`src/rtl/vap_pkg.sv`:
```
// ----------------------------------------------------------------------------
// vap_pkg
// Shared types, constants and opcodes for the vector angle rotator.
// ----------------------------------------------------------------------------
package vap_pkg;

  // input fields and fraction guard bits
  localparam int FW     = 32;
  localparam int GUARD  = 8;
  // internal coordinate width: field plus guard plus headroom for gain
  localparam int IW     = FW + GUARD + 4;
  // angle accumulator width (binary angle plus two bits of range)
  localparam int ZW     = FW + 2;
  localparam int MAX_STEPS = 40;

  // cordic gain compensation, K = GAIN_K / 2^32
  localparam logic [31:0] GAIN_K = 32'd2608131496;

  // opcodes
  localparam logic [1:0] OP_APPLY   = 2'd0;
  localparam logic [1:0] OP_REVERSE = 2'd1;
  localparam logic [1:0] OP_POLAR   = 2'd2;

  // per-step arctangents, binary angle
  localparam logic [31:0] ATAN_TAB [MAX_STEPS] = '{
    32'd536870912, 32'd316933406, 32'd167458907, 32'd85004756, 32'd42667331,
    32'd21354465,  32'd10679838,  32'd5340245,   32'd2670163,  32'd1335087,
    32'd667544,    32'd333772,    32'd166886,    32'd83443,    32'd41722,
    32'd20861,     32'd10430,     32'd5215,      32'd2608,     32'd1304,
    32'd652,       32'd326,       32'd163,       32'd81,       32'd41,
    32'd20,        32'd10,        32'd5,         32'd3,        32'd1,
    32'd1,         32'd0,         32'd0,         32'd0,        32'd0,
    32'd0,         32'd0,         32'd0,         32'd0,        32'd0
  };

  // one planar pass: enable, x-z pair (else x-y), vectoring (else rotation)
  typedef struct packed {
    logic        en;
    logic        xz;
    logic        vec;
    logic [31:0] ang;
  } slot_t;

  // item in flight; the next pass to run is always slot[0]
  typedef struct packed {
    slot_t [3:0]           slot;
    logic signed [IW-1:0]  x;
    logic signed [IW-1:0]  y;
    logic signed [IW-1:0]  z;
    logic [31:0]           ou;
    logic [31:0]           ov;
  } item_t;

endpackage

```
`src/rtl/vap_front.sv`:
```
// ----------------------------------------------------------------------------
// vap_front
// Accepts commands, decodes the op into a list of planar passes.
// ----------------------------------------------------------------------------
module vap_front (
  input  logic                 clk,
  input  logic                 rst,
  input  logic                 start,
  output logic                 busy,
  input  logic [1:0]           op,
  input  logic signed [31:0]   coord_x,
  input  logic signed [31:0]   coord_y,
  input  logic signed [31:0]   coord_z,
  input  logic signed [31:0]   angle_u,
  input  logic signed [31:0]   angle_v,
  output logic                 push,
  output vap_pkg::item_t       push_item,
  input  logic                 q_full
);
  import vap_pkg::*;

  logic  valid;
  item_t item;
  item_t cls;
  logic  take;
  logic  nz;

  // decode op into passes
  always_comb begin
    nz          = (angle_u != '0) || (angle_v != '0);
    cls         = '0;
    cls.x       = IW'(coord_x) <<< GUARD;
    cls.y       = IW'(coord_y) <<< GUARD;
    cls.z       = IW'(coord_z) <<< GUARD;
    unique case (op)
      OP_APPLY: begin
        cls.slot[0] = '{en: 1'b1, xz: 1'b1, vec: 1'b0, ang: angle_v};
        cls.slot[1] = '{en: 1'b1, xz: 1'b0, vec: 1'b0, ang: angle_u};
      end
      OP_REVERSE: begin
        cls.slot[0] = '{en: 1'b1, xz: 1'b0, vec: 1'b0, ang: 32'd0 - angle_u};
        cls.slot[1] = '{en: 1'b1, xz: 1'b1, vec: 1'b0, ang: 32'd0 - angle_v};
      end
      OP_POLAR: begin
        cls.slot[0] = '{en: nz, xz: 1'b1, vec: 1'b0, ang: angle_v};
        cls.slot[1] = '{en: nz, xz: 1'b0, vec: 1'b0, ang: angle_u};
        cls.slot[2] = '{en: 1'b1, xz: 1'b0, vec: 1'b1, ang: 32'd0};
        cls.slot[3] = '{en: 1'b1, xz: 1'b1, vec: 1'b1, ang: 32'd0};
      end
      default: begin
        cls.slot = '0;
      end
    endcase
  end

  // handshake
  assign push      = valid && !q_full;
  assign busy      = valid && q_full;
  assign take      = start && !busy;
  assign push_item = item;

  // holding register
  always_ff @(posedge clk) begin
    if (rst) begin
      valid <= 1'b0;
    end else if (take) begin
      valid <= 1'b1;
    end else if (push) begin
      valid <= 1'b0;
    end
  end

  always_ff @(posedge clk) begin
    if (take) begin
      item <= cls;
    end
  end

endmodule

```
`config.mk`:
```
export PLATFORM = sky130hd
export DESIGN_NAME = vap_front
export DESIGN_NICKNAME = d
export VERILOG_FILES = /design/src/rtl/vap_pkg.sv /design/src/rtl/vap_front.sv
export SDC_FILE = /design/constraint.sdc
export NUM_CORES = 1
export LEC_CHECK = 0
export ABC_AREA = 1
export BUFFER_PORTS_ARGS = -buffer_cell sky130_fd_sc_hd__clkbuf_2
export CAP_MARGIN = 25
export CORE_AREA = 5 5 193 195
export DETAILED_ROUTE_END_ITERATION = 16
export DIE_AREA = 0 0 198 200
export PLACE_DENSITY = 0.51
export SYNTH_ARGS = -nofsm -noshare
export SYNTH_HDL_FRONTEND = slang
export SYNTH_SLANG_ARGS = --single-unit
```
`constraint.sdc`:
```
create_clock -name clk -period 8.35 [get_ports clk]
set_input_delay 0.4175 -clock clk [delete_from_list [all_inputs] [get_ports clk]]
set_output_delay 0.4175 -clock clk [all_outputs]
set_load 0.005 [all_outputs]
```
==> out/metrics.cfg <==
[sta]
finClkSkew_ps=7.80
finalSetupViolCount=0
worst_pin_slew_ps=953
rsz0062_at_grt=false
whs_ps=150
period_share=0.284
relSlewSlack=0.365
worst_slack_ps=5980
fmax_mhz=421
slew_viol_final=0
hold_viol=0
period_needed_ps=2370
fin_tns_setup_ps=0

[routing]
dr.pass1.iters=5
vias_per_cell=4.13
vias=7260
drt-initial-drc-count=369
wirelength_um=33100
ant_nets=0
drc=0
wl_per_cell_um=18.8

[grt]
grt_pass1_vias=7065
grt-ovfl-total=0
grt_pass1_wl_um=45500
grt_max_degree=70
antenna_found_initial=5
track_usage=0.157

[synth]
yosysWarnings=0
synth_top_area_frac=0.552
yosysTopAreaCell=edfxtp_1
synth_edf_count=164
ys.flop_type=edfxtp_1
yosysSeqAreaShare=0.555
synthCells=946
syn_area_um2=8920
synth_seq_cells=165
synthTopCellsByCount=nand2_1 (205), buf_4 (172), edfxtp_1 (164)
synth_cell_types=24
synth_most_common_cell=nand2_1
synth.area.top_cells=edfxtp_1 (55%), buf_4 (14%), nand2_1 (8.6%)
syn_avg_cell_area_um2=9.43
ys_async_sr_fraction=0

[setup_path]
slowest_delay_ps=830
path_delay_family=buffers and inverters
worst-path-buf-inv=2
crit_arrival_ps=2420
cp_max_fo=68
setup.worst_path.start=valid
crit_type=register to register
critPathSlowestCell=buf_4
startpoint_type=register
r2r-start=valid
cp.required_ps=8390
cp-end-kind=register
crit_chain=nand2_1 -> inv_1 -> nor2_4 -> buf_4

[die]
die_x_um=198
start_util=0.253
rows=69
core_um2=35200
chipHeight_um=200
io_pins=504
die_area_um2=39600

[clock_network]
cts_setup_buffers=0
clk_latency_ps=420
cts.sinks=165
max-clock-path-buffers=2
cts_tree=yes
h-tree-depth=4
cts_buffers=17
cts_root_buf=clkbuf_16
clkTransAtPathRegs_ps=70
cts.repair.resized=0
hold_buffers=0

[power_and_ir_drop]
power_density_nw_per_um2=181
peakVddDrop_mv=0.114
leakage_nw=5.14

[finish]
multi_input_area_um2=2880
regArea_um2=4940
area_growth_pct=23.9
stdcell_count=1759
final_area_um2=11000
fin_nets=1452
num-fill-cells=3788
drive_above_1_share=0.324

[place]
dp_hpwl_um=27600
place_congestion=0.865
dp_slack_ps=5630
dpl-instance-area_um2=10500
placed_cells=1726
io_buffers=348

[hold_path]
hp-start=rst
hold_path_class=primary input to register

[run_status]
status=completed

[flow_run]
maxCapViolCount=0

-- routing by layer --
metal	wire length, um	share of wire	vias to the layer above	track usage
met4	669	0.020	6	0.0477
li1	-	-	3460	-
met2	17400	0.53	401	0.296
met1	11400	0.35	3355	0.161
met5	41	0.0012	-	0
met3	3540	0.11	38	0.0596
-- sequential cells by signal, indices dropped and copies added (netlist names) --
| signal | flops |
|---|---|
| valid | 1 |
| push_item | 164 |
-- worst register-to-register path, stage by stage, from the launching register on --
cell and delay (ps):
dfxtp_1 320, nand2_1 70, inv_1 80, nor2_4 610
buf_4 830
-- power by group --
part,total [mW],internal (mW),switching (mW)
Clock,0.756,0.415,0.341
Combinational,0.251,0.0868,0.164
Sequential,0.996,0.977,0.0189
Total,2.00,1.48,0.524
-- cells by family after synthesis --
kind of cell	after synthesis	share of synthesized area
other	1	0.000421
AO/OA/AOI/OAI	89	0.0515
AND/OR/NAND/NOR	418	0.202
flip-flops	165	0.555
buffers and inverters	271	0.188
adder cells (fa/ha/maj)	2	0.00281
-- area by class of cell --
type | instances | share of cell area
flip-flops and latches | 165 | 0.448
clock buffers | 19 | 0.0392
inverters | 84 | 0.0285
multi-input cells | 664 | 0.261
diodes | 2 | 0.000453
well taps | 461 | 0.0522
clock inverters | 12 | 0.0111
repair buffers | 352 | 0.160
-- metrics by stage --
stage          utilization  power (mW)
2_1_floorplan            -        1.18
3_3_place_gp         0.298        1.27
3_5_place_dp         0.298        1.27
4_1_cts              0.314        2.03
5_1_grt              0.314        2.09
6_report             0.314        2.00
-- layout by cell type, fill, tap and decap left out --
cell / count
clkbuf_2: 348
nand2_1: 205
edfxtp_1: 164
conb_1: 155
nor2_1: 110
inv_1: 84
nand3_1: 55
o21ai_0: 45
a21oi_1: 20
nor2_2: 18
clkbuf_16: 17
o21ai_1: 15
nand2_2: 9
o22ai_1: 8
nor2_4: 7
nand4_1: 7
clkinv_4: 4
buf_4: 4
nand3b_1: 3
inv_6: 3
diode_2: 2
nor3_2: 2
nand2_4: 2
ha_1: 2
clkbuf_1: 2
clkinvlp_4: 2
o21ai_2: 1
inv_8: 1
bufinv_16: 1
clkinv_2: 1
dfxtp_1: 1
-- path summary, 6_finish.rpt --
path / cells past startpoint / slack, ps / to
min reg2reg: 2 / 490 / valid
min: 2 / 150 / valid
max: 4 / 5980 / push_item[254]
max reg2reg: 4 / 5980 / push_item[254]
(Power assumes the default switching activity.)
