### src/rtl/vap_pkg.sv
// ----------------------------------------------------------------------------
// vap_pkg
// Shared types, constants and opcodes for the vector angle rotator.
// ----------------------------------------------------------------------------
package vap_pkg;

  // input fields and fraction guard bits
  localparam int FW     = 32;
  localparam int GUARD  = 8;
  // internal coordinate width: field plus guard plus headroom for gain
  localparam int IW     = FW + GUARD + 4;
  // angle accumulator width (binary angle plus two bits of range)
  localparam int ZW     = FW + 2;
  localparam int MAX_STEPS = 40;

  // cordic gain compensation, K = GAIN_K / 2^32
  localparam logic [31:0] GAIN_K = 32'd2608131496;

  // opcodes
  localparam logic [1:0] OP_APPLY   = 2'd0;
  localparam logic [1:0] OP_REVERSE = 2'd1;
  localparam logic [1:0] OP_POLAR   = 2'd2;

  // per-step arctangents, binary angle
  localparam logic [31:0] ATAN_TAB [MAX_STEPS] = '{
    32'd536870912, 32'd316933406, 32'd167458907, 32'd85004756, 32'd42667331,
    32'd21354465,  32'd10679838,  32'd5340245,   32'd2670163,  32'd1335087,
    32'd667544,    32'd333772,    32'd166886,    32'd83443,    32'd41722,
    32'd20861,     32'd10430,     32'd5215,      32'd2608,     32'd1304,
    32'd652,       32'd326,       32'd163,       32'd81,       32'd41,
    32'd20,        32'd10,        32'd5,         32'd3,        32'd1,
    32'd1,         32'd0,         32'd0,         32'd0,        32'd0,
    32'd0,         32'd0,         32'd0,         32'd0,        32'd0
  };

  // one planar pass: enable, x-z pair (else x-y), vectoring (else rotation)
  typedef struct packed {
    logic        en;
    logic        xz;
    logic        vec;
    logic [31:0] ang;
  } slot_t;

  // item in flight; the next pass to run is always slot[0]
  typedef struct packed {
    slot_t [3:0]           slot;
    logic signed [IW-1:0]  x;
    logic signed [IW-1:0]  y;
    logic signed [IW-1:0]  z;
    logic [31:0]           ou;
    logic [31:0]           ov;
  } item_t;

endpackage

### src/rtl/vap_queue.sv
// ----------------------------------------------------------------------------
// vap_queue
// Two-entry queue between the decode front and the cordic back end.
// ----------------------------------------------------------------------------
module vap_queue (
  input  logic             clk,
  input  logic             rst,
  input  logic             push,
  input  vap_pkg::item_t   push_item,
  output logic             full,
  output logic             pop,
  output vap_pkg::item_t   pop_item
);
  import vap_pkg::*;

  item_t      mem [2];
  logic       wr_ptr;
  logic       rd_ptr;
  logic [1:0] count;

  assign full     = (count == 2'd2);
  assign pop      = (count != 2'd0);
  assign pop_item = mem[rd_ptr];

  // pointers and fill count; the back end drains every cycle
  always_ff @(posedge clk) begin
    if (rst) begin
      wr_ptr <= 1'b0;
      rd_ptr <= 1'b0;
      count  <= 2'd0;
    end else begin
      if (push) wr_ptr <= ~wr_ptr;
      if (pop)  rd_ptr <= ~rd_ptr;
      count <= count + 2'(push) - 2'(pop);
    end
  end

  always_ff @(posedge clk) begin
    if (push) begin
      mem[wr_ptr] <= push_item;
    end
  end

endmodule

### config.mk
export PLATFORM = sky130hd
export DESIGN_NAME = vap_queue
export DESIGN_NICKNAME = d
export VERILOG_FILES = /design/src/rtl/vap_pkg.sv /design/src/rtl/vap_queue.sv
export SDC_FILE = /design/constraint.sdc
export NUM_CORES = 1
export LEC_CHECK = 0
export ABC_CLOCK_PERIOD_IN_PS = 16000
export BUFFER_PORTS_ARGS = -buffer_cell sky130_fd_sc_hd__buf_2
export CORE_AREA = 4 4 261 263
export DETAILED_ROUTE_END_ITERATION = 12
export DIE_AREA = 0 0 265 267
export HOLD_SLACK_MARGIN = 0.12
export SETUP_SLACK_MARGIN = 0.15
export SLEW_MARGIN = 10
export SYNTH_ARGS = -nofsm -noshare
export SYNTH_HDL_FRONTEND = slang
export SYNTH_SLANG_ARGS = --single-unit
### constraint.sdc
create_clock -name clk -period 16 [get_ports clk]
set_input_delay 0.8 -clock clk [delete_from_list [all_inputs] [get_ports clk]]
set_output_delay 0.8 -clock clk [all_outputs]
set_load 0.03 [all_outputs]
==> results of run 1 <==
## cell families after synthesis
logic type               synth area share [%]
flip-flops                               82.5
multiplexers                             16.0
buffers and inverters                    1.08
AND/OR/NAND/NOR                         0.260
AO/OA/AOI/OAI                          0.0916
XOR/XNOR                               0.0356
adder cells (fa/ha/maj)                0.0509
## state kept, by name, indices dropped and copies added, names as in the netlist, named ones only
signal / count
wr_ptr: 1
mem: 672
rd_ptr: 1
count: 2
## per-stage QoR
step / utilization (%) / total power, mW / hold slack, ns / instances / setup slack (ns)
2_1_floorplan: - / 2.49 / 0.507 / 1066 / 6.02
3_3_place_gp: 44.0 / 2.63 / 0.533 / 2580 / 11.63
3_5_place_dp: 44.0 / 2.64 / 0.538 / 2580 / 11.63
4_1_cts: 47.5 / 4.25 / 0.318 / 2705 / 10.98
5_1_grt: 47.5 / 4.36 / 0.344 / 2710 / 10.85
6_report: 47.5 / 4.18 / 0.383 / 2712 / 11.17
## cell usage after synthesis, types with 3 or more instances
| master | instances |
|---|---|
| mux2_4 | 40 |
| mux2_2 | 296 |
| dfxtp_1 | 5 |
| nor3_1 | 3 |
| buf_4 | 20 |
| buf_2 | 12 |
| edfxtp_1 | 672 |
| buf_6 | 5 |
| nor2b_1 | 4 |
## critical path, cell delays in order, from the launching register on
cell and delay, ns:
dfxtp_4 0.90, buf_4 0.86, buf_4 0.91, mux2_2 0.43, buf_2 0.19
## report_power, final
part / internal, mW / total [mW] / switching [mW] / leakage (nW)
clock: 0.932 / 1.59 / 0.656 / 1.12
sequential: 2.07 / 2.10 / 0.0270 / 6.35
combinational: 0.168 / 0.496 / 0.328 / 4.16
## final timing paths
check	start	cells after the start	slack (ns)	endpoint
min	push_item[262]	1	0.38	mem[0][262]
max	register	4	11.17	pop_item[225]
max reg2reg	wr_ptr	3	12.88	mem[1][131]
min reg2reg	rd_ptr	2	0.56	register
## cell type report
cell class | count | share of cell area, %
multi-input combinational | 352 | 13.0
clock buffer | 86 | 6.08
tap | 864 | 3.46
antenna | 7 | 0.0561
timing repair buffer | 687 | 11.2
clock inverter | 39 | 1.22
sequential | 677 | 65.0
## layer usage
layer | GRT usage [%] | vias up | wire length [um]
met5 | 0 | - | 111
met4 | 5.30 | 18 | 1360
met3 | 5.90 | 101 | 5360
met2 | 27.4 | 506 | 29900
met1 | 17.4 | 6250 | 20500
li1 | - | 5744 | -
==> metrics.csv, run 1 <==
stage;metric;value;unit
synth;top cells by area, synth;edfxtp_1, mux2_2, mux2_4;
routing;final wirelength;57200;um
layout;area of the multi-input gates;4050;um2
synth;sequential area share after synthesis;82.5;%
clock_tree;CTS Buffer Depth;3;
layout;final net count;2130;
worst_setup_path;Req. time, crit path;15.20;ns
clock_tree;CTS Sinks;677;
floorplan;die width;265;um
global_route;grt ovf;0;
timing;Setup TNS Final;0;ns
job;Max Cap Viol;0;
timing;Final min period;4.83;ns
clock_tree;Post-CTS Resized;0;
floorplan;# IOs;677;
routing;routed len/inst;21.1;um
routing;Pre-antenna DRT Iters;7;
placed_design;Detailed Place HPWL;39900;um
timing;final hold vios;0;
floorplan;Die Y;267;um
placed_design;number of port buffers;676;
timing;fmax;207;MHz
routing;1st-iter DRT viols;795;
clock_tree;Clock transition at path regs;0.06;ns
layout;register area;20300;um2
layout;area delta synth->final;26.9;%
synth;synth warn;0;
clock_tree;postcts setup bufs;0;
synth;Synth Flop Type;edfxtp_1;
timing;Relative slew margins;28.0;%
floorplan;core area;65600;um2
synth;cell taking the most area after synthesis;edfxtp_1;
clock_tree;CTS tree;built;
layout;most common cell after layout, fill and taps aside;buf_2;
power;LEAKAGE;11.6;nW
worst_setup_path;Crit Path Max Fanout;71;
floorplan;DIE AREA;70800;um2
timing;final number of setup-violating endpoints;0;
min_path;worst hold path class;input pin to register;
global_route;initial antenna violation count;15;
clock_tree;CTS HTree Levels;3;
routing;via count;12619;
timing;part of the cycle the worst path needs;30.2;%
synth;Synth top area share;82.1;%
timing;Layout Skew;0.0167;ns
synth;Mapped Nets;1406;
worst_setup_path;WS Path Type;register to primary output;
worst_setup_path;Critical Path Sink Type;primary output;
power;Peak supply drop;93.6;uV
layout;final non-filler cell area;31200;um2
synth;synthesized flop and latch total;677;
clock_tree;Num CTS Buffers;72;
layout;fill count;5604;
worst_setup_path;Worst setup SP type;register;
global_route;Global Route Usage Sum;15.5;%
global_route;largest net degree at the start of global routing;166;
timing;Slew Viols, Final;0;
routing;DRC violations left;0;
layout;most frequent cells in the layout;buf_2, edfxtp_1, mux2_2;
synth;Cells after Synth;1066;
synth;EDFF count, synth;672;
synth;post-synth cell types;18;
power;Cell Pwr Density;134;nW/um2
synth;cell area after synthesis;24600;um2
worst_setup_path;CP arrival;4.03;ns
placed_design;Placer Congestion;0.780;
timing;Slew @ Worst Pin;1.08;ns
layout;share of layout cells above drive strength 1;61.2;%
routing;antenna-violating nets left;0;
synth;mean post-synth cell area;23.1;um2
floorplan;starting density of the core;37.5;%
clock_tree;clock root buffer;clkbuf_16;
placed_design;Area after DPL;28900;um2
run_status;status;complete, no violations;
global_route;vias in the first global route;13507;
timing;RSZ-0062 raised after global routing;no;
global_route;first-pass GRT wire length;83300;um
routing;post-DR vias/cell;4.65;
clock_tree;Worst-Skew Late Latency;0.59;ns
clock_tree;# hold bufs at CTS;0;
floorplan;cell row count;94;
synth;ys async rst share;0;%
Power figures use the tool's default switching activity.
==> inputs of run 2 (changes only) <==
--- a/config.mk
+++ b/config.mk
@@ -5,7 +5,7 @@
 export SDC_FILE = /design/constraint.sdc
 export NUM_CORES = 1
 export LEC_CHECK = 0
-export ABC_CLOCK_PERIOD_IN_PS = 16000
+export ABC_CLOCK_PERIOD_IN_PS = 4900
 export BUFFER_PORTS_ARGS = -buffer_cell sky130_fd_sc_hd__buf_2
 export CORE_AREA = 4 4 261 263
 export DETAILED_ROUTE_END_ITERATION = 12
==> constraint.sdc (replaced) <==
create_clock -name clk -period 4.9 [get_ports clk]
set_input_delay 0.245 -clock clk [delete_from_list [all_inputs] [get_ports clk]]
set_output_delay 0.245 -clock clk [all_outputs]
set_load 0.03 [all_outputs]
==> run 2 against run 1 <==
  * Worst setup slack got worse by 9.3 ns
  * Global-route usage rose by 0.97 points
  * Via count rose by 11%
  * Core utilization is 5.4 points higher
  * First-iteration DRC count is 4.0% lower
  * Combinational power grew to 3.8 times the previous value
  * Sequential power grew to 3.3 times the previous value
  * Non-clock buffer count up 349
  * Clock skew about the same
  * Worst hold slack worse by 0.016 ns
  * Critical path type unchanged
  * Critical endpoint is now pop_item[104]
==> metrics.csv, run 2 (same netlist as run 1, synthesis figures left out) <==
stage;metric;value;unit;change
run_status;status;complete, no violations;;unchanged
layout;fill count;5272;;was 5604
layout;most frequent cells in the layout;buf_2, edfxtp_1, dlygate4sd3_1;;was buf_2, edfxtp_1, mux2_2
global_route;first-pass GRT wire length;90200;um;was 83300 um
floorplan;Die Y;267;um;unchanged
job;Max Cap Viol;0;;unchanged
min_path;worst hold path class;input pin to register;;unchanged
worst_setup_path;Crit path largest cell delay;1.04;ns;was 0.91 ns
worst_setup_path;slowest CP cell;dfxtp_4;;was buf_4
clock_tree;CTS Sinks;677;;unchanged
worst_setup_path;WS Path Type;register to primary output;;unchanged
layout;Largest register FFs;672;;unchanged
timing;part of the cycle the worst path needs;62.0;%;
clock_tree;Post-CTS Resized;0;;unchanged
worst_setup_path;r2r setup slk;2.64;ns;was 12.88 ns
timing;final number of setup-violating endpoints;0;;unchanged
timing;Slew Viols, Final;0;;unchanged
worst_setup_path;CP arrival;2.79;ns;was 4.03 ns
layout;biggest registers after layout;mem x672, count x2;;unchanged
timing;Relative slew margins;28.4;%;was 28.0%
global_route;vias in the first global route;15538;;was 13507
worst_setup_path;Crit Path Max Fanout;75;;was 71
floorplan;core area;65600;um2;unchanged
clock_tree;Num CTS Buffers;73;;was 72
timing;RSZ-0062 raised after global routing;no;;unchanged
timing;Layout Skew;0.0170;ns;was 0.0167 ns
placed_design;number of port buffers;676;;unchanged
timing;fmax;329;MHz;
routing;Pre-antenna DRT Iters;5;;was 7
layout;final net count;2480;;was 2130
layout;area of the multi-input gates;4050;um2;unchanged
power;Peak supply drop;266;uV;was 93.6 uV
routing;antenna-violating nets left;0;;unchanged
worst_setup_path;Req. time, crit path;4.66;ns;was 15.20 ns
clock_tree;clock root buffer;clkbuf_16;;unchanged
timing;Final min period;3.04;ns;
routing;routed len/inst;19.9;um;was 21.1 um
layout;utilization after layout;52.9;%;was 47.5%
global_route;initial antenna violation count;3;;was 15
worst_setup_path;Worst setup SP type;register;;unchanged
layout;register area;20300;um2;about the same
power;Final Total Pwr;14.0;mW;was 4.18 mW
clock_tree;Worst-Skew Late Latency;0.58;ns;was 0.59 ns
floorplan;starting density of the core;37.5;%;unchanged
layout;area delta synth->final;41.3;%;was 26.9%
routing;DRC violations left;0;;unchanged
placed_design;Detailed Place HPWL;41000;um;was 39900 um
layout;fin cells;3062;;was 2712
timing;Slew @ Worst Pin;1.07;ns;was 1.08 ns
clock_tree;Clock transition at path regs;0.06;ns;about the same
layout;most flop-heavy register;mem;;unchanged
clock_tree;CTS tree;built;;unchanged
power;LEAKAGE;13.1;nW;was 11.6 nW
floorplan;cell row count;94;;unchanged
clock_tree;CTS Buffer Depth;3;;unchanged
placed_design;placed insts;2590;;was 2580
routing;post-DR vias/cell;4.59;;was 4.65
floorplan;DIE AREA;70800;um2;unchanged
global_route;largest net degree at the start of global routing;134;;was 166
routing;final wirelength;60900;um;was 57200 um
floorplan;die width;265;um;unchanged
clock_tree;CTS HTree Levels;3;;unchanged
worst_setup_path;CP cell instances;buf_12 > mux2_2 > buf_2;;was buf_4 > buf_4 > mux2_2 > buf_2
global_route;grt ovf;0;;unchanged
placed_design;Placer Congestion;0.815;;was 0.780
timing;Final Hold Slack;0.367;ns;was 0.383 ns
floorplan;# IOs;677;;unchanged
layout;share of layout cells above drive strength 1;51.8;%;was 61.2%
routing;1st-iter DRT viols;763;;was 795
power;Cell Pwr Density;402;nW/um2;was 134 nW/um2
routing;via count;14050;;was 12619
timing;final hold vios;0;;unchanged
layout;most common cell after layout, fill and taps aside;buf_2;;unchanged
timing;Setup TNS Final;0;ns;unchanged
clock_tree;postcts setup bufs;0;;unchanged
global_route;Global Route Usage Sum;16.5;%;was 15.5%
clock_tree;# hold bufs at CTS;339;;was 0
worst_setup_path;Critical Path Sink Type;primary output;;unchanged
## run 2: changes by cell type in the layout (fill, tap and decap cells not counted), sizes merged
cell | previous run | this run
buf | 687 | 697
dlygate4sd3 | 0 | 339
clkinvlp | 0 | 2
inv | 4 | 3
bufinv | 5 | 4
diode | 7 | 3
clkbuf | 86 | 91
## run 2: metrics by stage
| step | cell area, um2 | worst slack (ns) |
|---|---|---|
| 2_1_floorplan | 24600 | -0.813 |
| 3_3_place_gp | 29000 | 2.38 |
| 3_5_place_dp | 29000 | 2.37 |
| 4_1_cts | 34700 | 1.71 |
| 6_report | 34700 | 1.86 |
| 5_1_grt | 34700 | 1.68 |
## run 2: layout make-up
type | count | share of cell area (%)
Sequential cell | 677 | 58.4
Timing Repair Buffer | 1036 | 20.2
Multi-Input combinational cell | 352 | 11.7
Clock buffer | 91 | 5.58
Tap cell | 864 | 3.11
Clock inverter | 39 | 1.06
Antenna cell | 3 | 0.0216
## run 2: worst paths after layout
| check | start | to | cells after the start |
|---|---|---|---|
| worst max-delay path | register | pop_item[104] | 3 |
| worst min register to register | rd_ptr | register | 2 |
| worst max register to register | wr_ptr | mem[0][235] | 2 |
| worst min-delay path | push_item[303] | mem[1][303] | 2 |
## run 2: critical path, delay by kind of cell, from the launching register on
kind,cells,cell delay (ns)
buffers and inverters,2,0.64
multiplexers,1,0.43
flip-flops,1,1.04
## run 2: power breakdown
group	total, mW	switching [mW]	internal, mW	leakage, nW
registers	6.85	0.0882	6.77	6.35
clock network	5.22	2.17	3.04	1.11
logic	1.88	1.14	0.736	5.64
## run 2: metal layers
layer | part of all wire (%) | vias up | global-route usage [%]
met5 | 0 | - | 0
met4 | 3.3 | 0 | 6.58
met3 | 7.8 | 113 | 5.09
li1 | - | 6439 | -
met2 | 53 | 518 | 29.8
met1 | 36 | 6980 | 18.2
==> inputs of run 3 (changes only) <==
--- a/config.mk
+++ b/config.mk
@@ -5,7 +5,7 @@
 export SDC_FILE = /design/constraint.sdc
 export NUM_CORES = 1
 export LEC_CHECK = 0
-export ABC_CLOCK_PERIOD_IN_PS = 4900
+export ABC_CLOCK_PERIOD_IN_PS = 3000
 export BUFFER_PORTS_ARGS = -buffer_cell sky130_fd_sc_hd__buf_2
 export CORE_AREA = 4 4 261 263
 export DETAILED_ROUTE_END_ITERATION = 12
==> constraint.sdc (replaced) <==
create_clock -name clk -period 3 [get_ports clk]
set_input_delay 0.15 -clock clk [delete_from_list [all_inputs] [get_ports clk]]
set_output_delay 0.15 -clock clk [all_outputs]
set_load 0.03 [all_outputs]
==> run 3 against run 2 <==
  * Via count is 0.73% higher
  * Sequential share of layout area is 0.33 points lower
  * Critical path type unchanged
  * Core utilization is 0.30 points higher
  * Worst setup slack worse by 1.3 ns
==> metrics.csv, run 3 (same netlist as run 1, synthesis figures left out) <==
stage;metric;value;unit;change
run_status;status;complete, no violations;;unchanged
worst_setup_path;Crit Path Max Fanout;51;;was 75
layout;share of layout cells above drive strength 1;52.2;%;was 51.8%
timing;Relative slew margins;46.3;%;was 28.4%
layout;final net count;2495;;was 2480
global_route;largest net degree at the start of global routing;80;;was 134
timing;RSZ-0062 raised after global routing;no;;unchanged
floorplan;Die Y;267;um;unchanged
timing;setup ws final;0.522;ns;was 1.86 ns
worst_setup_path;slowest CP cell;dfxtp_4;;unchanged
clock_tree;CTS tree;built;;unchanged
floorplan;DIE AREA;70800;um2;unchanged
layout;most common cell after layout, fill and taps aside;buf_2;;unchanged
routing;final wirelength;62900;um;was 60900 um
worst_setup_path;Req. time, crit path;2.85;ns;was 4.66 ns
layout;fin cells;3076;;was 3062
min_path;worst hold path class;input pin to register;;unchanged
clock_tree;postcts setup bufs;0;;unchanged
worst_setup_path;Worst setup SP type;register;;unchanged
timing;Slew Viols, Final;0;;unchanged
job;Max Cap Viol;0;;unchanged
power;Peak supply drop;521;uV;was 266 uV
global_route;grt ovf;0;;unchanged
power;Cell Pwr Density;651;nW/um2;was 402 nW/um2
worst_setup_path;Crit path largest cell delay;0.56;ns;was 1.04 ns
clock_tree;CTS HTree Levels;3;;unchanged
timing;fmax;403;MHz;
clock_tree;CTS Buffer Depth;3;;unchanged
worst_setup_path;CP cell instances;buf_12 > buf_12 > mux2_2 > buf_2;;was buf_12 > mux2_2 > buf_2
clock_tree;Clock transition at path regs;0.06;ns;about the same
power;LEAKAGE;13.2;nW;was 13.1 nW
floorplan;starting density of the core;37.5;%;unchanged
timing;final number of setup-violating endpoints;0;;unchanged
global_route;initial antenna violation count;7;;was 3
routing;antenna-violating nets left;0;;unchanged
layout;area delta synth->final;42.1;%;was 41.3%
floorplan;die width;265;um;unchanged
floorplan;# IOs;677;;unchanged
routing;post-DR vias/cell;4.60;;was 4.59
global_route;first-pass GRT wire length;92800;um;was 90200 um
floorplan;cell row count;94;;unchanged
routing;routed len/inst;20.4;um;was 19.9 um
worst_setup_path;WS Path Type;register to primary output;;unchanged
timing;Final min period;2.48;ns;
layout;biggest registers after layout;mem x672, count x2;;unchanged
global_route;vias in the first global route;15723;;was 15538
routing;DRC violations left;0;;unchanged
timing;Layout Skew;0.0208;ns;was 0.0170 ns
clock_tree;CTS Sinks;677;;unchanged
worst_setup_path;Critical Path Sink Type;primary output;;unchanged
clock_tree;clock root buffer;clkbuf_16;;unchanged
worst_setup_path;CP arrival;2.33;ns;was 2.79 ns
global_route;Global Route Usage Sum;17.1;%;was 16.5%
timing;part of the cycle the worst path needs;82.6;%;
placed_design;number of port buffers;676;;unchanged
floorplan;core area;65600;um2;unchanged
placed_design;placed insts;2606;;was 2590
timing;Slew @ Worst Pin;0.806;ns;was 1.07 ns
layout;fill count;5183;;was 5272
routing;via count;14153;;was 14050
timing;final hold vios;0;;unchanged
layout;most flop-heavy register;mem;;unchanged
layout;Largest register FFs;672;;unchanged
routing;1st-iter DRT viols;877;;was 763
layout;most frequent cells in the layout;buf_2, edfxtp_1, dlygate4sd3_1;;unchanged
placed_design;Detailed Place HPWL;43900;um;was 41000 um
routing;Pre-antenna DRT Iters;5;;unchanged
placed_design;Placer Congestion;0.854;;was 0.815
placed_design;Setup WS pre-CTS;1.12;ns;was 2.37 ns
clock_tree;Worst-Skew Late Latency;0.58;ns;about the same
clock_tree;Num CTS Buffers;72;;was 73
worst_setup_path;Top cell by count, worst path;buf_12;;
-- run 3: cell count changes in the layout (fill, tap and decap cells not counted), sizes merged --
cell	delta
diode	+4
buf	+16
clkbuf	-3
bufinv	+1
clkinvlp	+1
clkinv	-5
-- run 3: worst paths after layout --
| path | from | slack (ns) | endpoint | depth (start not counted) |
|---|---|---|---|---|
| max reg2reg | wr_ptr | 1.17 | mem[1][248] | 2 |
| min reg2reg | rd_ptr | 0.56 | register | 2 |
| max | register | 0.52 | pop_item[67] | 4 |
| min | push_item[148] | 0.29 | mem[1][148] | 2 |
-- run 3: critical path, delay by kind of cell, from the launching register on --
family	cells	cell delay (ns)
buf+inv	3	0.71
mux	1	0.40
flops	1	0.56
-- run 3: metrics by stage --
stage                     cell area, um2  util, %  hold slack, ns  setup TNS (ns)  power (mW)
final                              34900     53.2           0.290               0        22.7
after detailed placement           29300     44.7           0.341               0        14.2
after global placement             29300     44.7           0.337               0        14.1
after CTS                          34900     53.2           0.235               0        23.0
after floorplan                    24600        -           0.215        -1559.19        13.2
after global routing               34900     53.2           0.258               0        23.6
-- run 3: area by class of cell --
class / instances / area, um2 / share of cell area, %
sequential: 677 / 20300 / 58.1
timing repair buffer: 1052 / 7280 / 20.8
multi-input combinational: 352 / 4050 / 11.6
clock buffer: 88 / 1900 / 5.45
tap: 864 / 1080 / 3.09
clock inverter: 36 / 318 / 0.910
antenna: 7 / 17.5 / 0.0501
-- run 3: timing repair --
action                    CTS  global route
hold buffers              339             0
gates resized for setup     0             0
hold endpoints to repair  677             0
-- run 3: where the power goes --
part	total, mW	internal [mW]	switching (mW)
logic	3.15	1.25	1.90
clock network	8.40	4.94	3.47
registers	11.2	11.0	0.143
total	22.7	17.2	5.51
-- run 3: layer usage --
metal / vias to the layer above / routed length, um / track usage (%) / share of wire, %
met4: 2 / 1720 / 5.80 / 2.7
met3: 112 / 5060 / 5.45 / 8.1
met5: - / 13 / 0 / 0.021
met1: 7050 / 22600 / 19.0 / 36
met2: 528 / 33500 / 31.1 / 53
li1: 6461 / - / - / -
